`src/hw/rtl/snsf_pkg.sv`:
```
`default_nettype none
package snsf_pkg;

	localparam int SMP_W = 24;
	localparam int CHANNELS = 2;
	localparam int GAIN_W = 16;
	localparam int COEF_W = 24;
	localparam int GAIN_FRAC = 12;
	localparam int COEF_FRAC = 21;

	// Wide enough for any product plus rounding in the lanes.
	localparam int WIDE_W = 2 * SMP_W + 4;
	localparam int FB_W = COEF_W + 1;
	localparam int GPROD_W = SMP_W + 1 + GAIN_W;
	localparam int CPROD_W = SMP_W + FB_W;
	localparam int IDX_W = 2;

	localparam logic signed [COEF_W-1:0] B0_RESET = COEF_W'(1) <<< COEF_FRAC;

	localparam logic signed [WIDE_W-1:0] SAT_HI = (WIDE_W'(1) <<< (SMP_W - 1)) - WIDE_W'(1);
	localparam logic signed [WIDE_W-1:0] SAT_LO = -(WIDE_W'(1) <<< (SMP_W - 1));

	typedef enum logic [IDX_W-1:0] {
		REG_GAIN = 2'd0,
		REG_B0   = 2'd1,
		REG_B1   = 2'd2,
		REG_A1   = 2'd3
	} cfg_reg_t;

	typedef struct packed {
		logic signed [SMP_W-1:0] left_in;
		logic signed [SMP_W-1:0] right_in;
		logic                    last_in;
	} frame_in_t;

	typedef struct packed {
		logic signed [SMP_W-1:0] left_out;
		logic signed [SMP_W-1:0] right_out;
		logic                    last_out;
	} frame_out_t;

	typedef struct packed {
		logic accept;
		logic load2;
		logic load3;
		logic adv;
	} lane_ctl_t;

	function automatic logic signed [WIDE_W-1:0] rnd_shift(
		input logic signed [WIDE_W-1:0] v,
		input int unsigned n
	);
		logic signed [WIDE_W-1:0] half;
		half = WIDE_W'(1) <<< (n - 1);
		return (v + half) >>> n;
	endfunction

	function automatic logic signed [SMP_W-1:0] sat_smp(input logic signed [WIDE_W-1:0] v);
		logic signed [SMP_W-1:0] r;
		if (v > SAT_HI) begin
			r = SAT_HI[SMP_W-1:0];
		end else if (v < SAT_LO) begin
			r = SAT_LO[SMP_W-1:0];
		end else begin
			r = v[SMP_W-1:0];
		end
		return r;
	endfunction

endpackage
`default_nettype wire

```
`src/hw/rtl/snsf_lane.sv`:
```
`default_nettype none
module snsf_lane (
	input  wire logic                                   clk,
	input  wire logic                                   arst_n,
	input  wire snsf_pkg::lane_ctl_t                    ctl,
	input  wire logic signed [snsf_pkg::SMP_W-1:0]      x,
	input  wire logic signed [snsf_pkg::GAIN_W-1:0]     gain,
	input  wire logic signed [snsf_pkg::COEF_W-1:0]     b0,
	input  wire logic signed [snsf_pkg::FB_W-1:0]       fb,
	output logic signed [snsf_pkg::SMP_W-1:0]           y
);
	import snsf_pkg::*;

	logic signed [SMP_W-1:0]   prev_q;
	logic signed [SMP_W-1:0]   state_q;
	logic signed [SMP_W:0]     diff;
	logic signed [GPROD_W-1:0] gprod_s1;
	logic signed [SMP_W-1:0]   x_s1;
	logic signed [SMP_W-1:0]   e_s2;
	logic signed [CPROD_W-1:0] pb0_s3;
	logic signed [CPROD_W-1:0] pfb_s3;
	logic signed [SMP_W-1:0]   state_nxt;

	assign diff = (SMP_W + 1)'(x) - (SMP_W + 1)'(prev_q);

	always_ff @(posedge clk or negedge arst_n) begin
		if (!arst_n) begin
			prev_q  <= '0;
			state_q <= '0;
		end else begin
			if (ctl.accept) begin
				prev_q <= x;
			end
			if (ctl.adv) begin
				state_q <= state_nxt;
			end
		end
	end

	always_ff @(posedge clk) begin
		if (ctl.accept) begin
			gprod_s1 <= GPROD_W'(diff) * GPROD_W'(gain);
			x_s1     <= x;
		end
		if (ctl.load2) begin
			e_s2 <= sat_smp(WIDE_W'(x_s1) + rnd_shift(WIDE_W'(gprod_s1), GAIN_FRAC));
		end
		if (ctl.load3) begin
			pb0_s3 <= CPROD_W'(e_s2) * CPROD_W'(b0);
			pfb_s3 <= CPROD_W'(e_s2) * CPROD_W'(fb);
		end
	end

	// The stored term depends only on the emphasized input, never on y.
	assign y         = sat_smp(WIDE_W'(state_q) + rnd_shift(WIDE_W'(pb0_s3), COEF_FRAC));
	assign state_nxt = sat_smp(rnd_shift(WIDE_W'(pfb_s3), COEF_FRAC));

endmodule
`default_nettype wire

```
`config.mk`:
```
export PLATFORM = sky130hd
export DESIGN_NAME = snsf_lane
export DESIGN_NICKNAME = d
export VERILOG_FILES = /design/src/hw/rtl/snsf_pkg.sv /design/src/hw/rtl/snsf_lane.sv
export SDC_FILE = /design/constraint.sdc
export NUM_CORES = 2
export LEC_CHECK = 0
export BUFFER_PORTS_ARGS = -buffer_cell sky130_fd_sc_hd__buf_2
export CORE_MARGIN = 2
export CORE_UTILIZATION = 45
export DETAILED_ROUTE_END_ITERATION = 8
export GPL_TIMING_DRIVEN = 0
export PLACE_DENSITY = 0.73
export SLEW_MARGIN = 20
export SYNTH_ARGS = -nofsm -noshare
export SYNTH_HDL_FRONTEND = slang
export SYNTH_SLANG_ARGS = --single-unit
export TNS_END_PERCENT = 30
```
`constraint.sdc`:
```
create_clock -name clk -period 8.3 [get_ports clk]
set_input_delay 2.49 -clock clk [delete_from_list [all_inputs] [get_ports clk]]
set_output_delay 2.49 -clock clk [all_outputs]
set_load 0.03 [all_outputs]
```
Yosys cells after proc, flatten, opt, wreduce, memory -nomap -nowiden:

Index checks and enable logic that the tools add are counted.

* logic and storage cells: 27
* flip-flop bits (word level): 234

* multipliers: 3
* muxes and demuxes: 5
* order comparisons: 6
* add/sub/neg operators: 6

Operators by type and width (number)
* 24-bit two-way mux: 5
* 29-bit by 24-bit greater-than comparator with 1-bit output, second input constant: 2
* 29-bit by 24-bit less-than comparator with 1-bit output, second input constant: 2
* 49-bit by 22-bit adder with 50-bit output, second input constant: 1
* 48-bit by 22-bit adder with 49-bit output, second input constant: 1
* 24-bit by 25-bit multiplier with 49-bit output: 1
* 24-bit by 24-bit multiplier with 48-bit output: 1
* 41-bit by 13-bit adder with 42-bit output, second input constant: 1
* 25-bit by 16-bit multiplier with 41-bit output: 1
* 24-bit by 30-bit adder with 31-bit output: 1
* 31-bit by 24-bit greater-than comparator with 1-bit output, second input constant: 1
* 31-bit by 24-bit less-than comparator with 1-bit output, second input constant: 1
* 24-bit by 28-bit adder with 29-bit output: 1
* 24-bit by 24-bit subtractor with 25-bit output: 1

Logic depth before layout (Yosys ltp):

* word-level depth: 5
* gate-level depth with buffers: 36
* gate-level depth less buffers: 35

Least setup slack after synthesis:

Ideal clock, no wire load.

* path kind: input to register
* from: in x[0] (netlist bit)
* to: reg gprod_s1[38], data pin
* cell stages on the path: 34
* arrival time: 10199 ps
* library setup time: 268 ps
* buffers on the path: 1
* required time: 8032 ps
* slack: -2167 ps
* cell sequence: inv_1 -> ha_1 -> fa_1 -> nand2b_1 -> a21boi_0 -> o21ai_0 -> a211oi_1 -> or3_1 -> a21oi_1 -> o21bai_1 -> a21oi_1 -> xnor2_1 -> clkbuf_1 -> nand2_1 -> fa_1 -> fa_1 -> inv_1 -> fa_1 -> inv_1 -> fa_1 -> inv_1 -> fa_1 -> fa_1 -> ha_1 -> a21o_1 -> a21o_1 -> a21oi_1 -> o21ai_0 -> nor4_2 -> o31ai_1 -> a211oi_2 -> nor3_1 -> a2111oi_0 -> nor2_1

* cells in the longest elaborated chain, start to end: 2

RTL lines
* start: declaration: RTL line snsf_lane.sv:6 `input wire logic signed [snsf_pkg::SMP_W-1:0] x,`
* 24-bit by 24-bit subtractor with 25-bit output: RTL line snsf_lane.sv:24 `assign diff = (SMP_W + 1)'(x) - (SMP_W + 1)'(prev_q);`
* 25-bit by 16-bit multiplier with 41-bit output: RTL line snsf_lane.sv:42 `gprod_s1 <= GPROD_W'(diff) * GPROD_W'(gain);`
* end signal: assignment: RTL line snsf_lane.sv:42
* end: declaration: RTL line snsf_lane.sv:17 `logic signed [GPROD_W-1:0] gprod_s1;`

Every way passes these cells.
A chain may end at the register's enable or synchronous reset.

Worst setup path in the final report:

* from: in x[8] (netlist bit)
* to: reg gprod_s1[40], data pin

The elaborated chain is that of the path after synthesis.

==> metrics.cfg <==
[worst_setup_path]
path_common_cell=fa_1
cp.required_ns=8.56
cp_slowest_cell=fa_1
cp-start-kind=input port
cp.arrival_ns=10.55
path_max_fanout=9
cp_top_family=adder cells
path_buf_inv=7
critical_path_class=input port to flip-flop
cpPeakStageDelay_ns=0.57
end_kind=flip-flop

[clock_tree]
cts-root-buf=clkbuf_16
cts_buffer_depth=2
path_clk_slew_ns=0.08
cts_tree=done
cts_buffers=17
clk_latency_ns=0.54
htreeDepth=4
cts_sinks=183

[placed_design]
io_buffers=113
dpl.cell_count=9285
place_hpwl_um=187000
gp_congestion=1.03

[synth]
syn_area_um2=67300
avgSynthCellArea_um2=9.29
synthCells=7238
synthXorXnorAreaFrac_pct=3.25
synthAdderAreaFrac_pct=56.6
ys_warn_count=0
synth-async-reset-ratio_pct=26.2
synthMuxAreaShare_pct=0.147
ys.flop_type=edfxtp_1
yosys.area_share.simple_pct=15.2
ys_seq_elements=183
ys_seq_area_share_pct=7.81
synth_top_family_by_area=adder cells
synth-compound-area-share_pct=5.82
yosys.cell_types.count=76
synth-edff-count=135
syn_nets=9401

[status]
outcome=finished with violations
violations=negative setup slack

[die]
fp-row-count=141
start_util_pct=45.4
ios=119
core-area_um2=148000
die_y_um=391
die_w_um=391
die_area_um2=153000

[timing]
period_share_pct=124
fin_ws_ns=-1.99
slew_violations=0
clock_skew_ns=0.0257
worstMarginPinSlew_ns=1.33
relSlewSlack_pct=11.4
fin_crit_ns=10.29
final-setup-viol-count=67
finalHoldViolCount=0
fmax_mhz=97.1
rsz0062_at_grt=yes

[final_layout]
multiInputGateArea_um2=56400
seq_area_um2=5260
drive_gt1_share_pct=10.7
nets=9702
stdcell_count=9502
fill_cells=13300
syn_to_final_growth_pct=13.1

[grt]
grt-ovfl-total=0
antenna_found_initial=31
grt_max_degree=57
grt_usage_pct=31.0
grt_pass1_wl_um=347000
grt_pass1_vias=56200

[worst_hold_path]
hold_path.class=flip-flop to flip-flop

[route]
drt_drc_violations_left=0
antenna_left=0
via_per_inst=5.54
wl_per_cell_um=24.4
vias=52600
drt_iter0_drc=5063
drtPass1Iterations=7
wl_um=232000

[job]
maxCapViolCount=0

==> through the flow <==
step           util, %  instance area (µm²)  setup WS, ns  hold WS [ns]  TNS, ns
2_1_floorplan        -                67600         -1.58         0.457   -52.49
3_3_place_gp      47.7                70500         -3.52         0.477  -205.92
3_5_place_dp      47.7                70700         -3.65         0.476  -197.86
4_1_cts           50.9                75300         -1.65         0.497   -37.98
5_1_grt           51.4                76000         -2.18         0.517   -63.71
6_report          51.4                76100         -1.99         0.494   -51.94
==> final timing paths <==
check                      slack, ns                    start                 endpoint  cells past startpoint
max in group asynchronous       5.82                   arst_n   prev_q[21]$_DFFE_PN0P_                      2
max                            -1.99                     x[8]   gprod_s1[40]$_DFFE_PP_                     30
min reg2reg                     0.49  state_q[21]$_DFFE_PN0P_  state_q[21]$_DFFE_PN0P_                      1
min in group asynchronous       1.93                   arst_n   state_q[0]$_DFFE_PN0P_                      1
max reg2reg                    -0.57    e_s2[3]$_SDFFCE_PN1P_     pfb_s3[48]$_DFFE_PP_                     25
min                             0.49  state_q[21]$_DFFE_PN0P_  state_q[21]$_DFFE_PN0P_                      1
==> routing by layer <==
metal | part of all wire (%) | GRT usage [%] | wire length (µm) | vias to the layer above
li1 | - | - | - | 22100
met1 | 37 | 38.6 | 85800 | 27000
met2 | 46 | 49.3 | 106000 | 2760
met3 | 10 | 7.83 | 24200 | 675
met4 | 6.8 | 17.7 | 15800 | 10
met5 | 0.030 | 0 | 69 | -
==> state kept, by name, summed over array words and instances (netlist names) <==
register  cells
gprod_s1     30
pfb_s3       29
pb0_s3       28
e_s2         24
prev_q       24
state_q      24
x_s1         24
==> repair_timing <==
| action | CTS | global route |
|---|---|---|
| gates resized for setup | 678 | 125 |
| setup endpoints to repair | 91 | 102 |
| pin swaps | 187 | 108 |
| hold buffers | 0 | 0 |
| setup buffers | 135 | 32 |
==> cells in the final DEF, fill, tap and decap left out, types with 37 or more instances in the layout <==
master,instances
nand2_1,1075
clkbuf_16,55
xnor2_1,153
ha_4,40
nor2b_1,50
nand2b_1,74
clkbuf_2,57
buf_4,149
xor2_1,77
o211ai_1,42
edfxtp_1,135
and3_1,42
ha_1,395
dfrtp_1,48
fa_2,37
buf_2,85
o21a_1,56
nand3_1,90
clkbuf_1,156
and2_1,519
inv_1,1647
o21ai_0,69
a21o_1,64
fa_1,1587
a21oi_1,105
nor2_1,150
==> Yosys cell counts (82+ instances only) <==
| cell type | count | area share (%) |
|---|---|---|
| inv_1 | 1674 | 9.3 |
| fa_1 | 1624 | 48 |
| nand2_1 | 1088 | 6.1 |
| and2_1 | 535 | 5.0 |
| ha_1 | 444 | 8.3 |
| clkbuf_1 | 306 | 1.7 |
| xnor2_1 | 168 | 2.2 |
| nor2_1 | 160 | 0.89 |
| a21oi_1 | 136 | 1.0 |
| edfxtp_1 | 135 | 6.0 |
| nand3_1 | 95 | 0.71 |
| o21ai_0 | 95 | 0.71 |
| xor2_1 | 82 | 1.1 |
==> final cells by class <==
cell class	instances	share of cell area [%]
well taps	1930	3.17
plain buffers	325	3.31
multi-input cells	5055	74.2
repair buffers	283	3.18
clock inverters	15	0.335
inverters	1674	8.30
flip-flops and latches	183	6.91
diodes	20	0.0658
clock buffers	17	0.559
==> kinds of logic after synthesis <==
logic type | count (synthesis)
and+or+nand+nor | 2151
adders and majority gates | 2068
buffers and inverters | 2000
AOI/OAI and AO/OA | 577
xor gates and xnor gates | 250
DFF | 183
muxes | 9
Power is not shown: default switching activity piles up to over one toggle a cycle in this logic, so the estimate is an artifact.
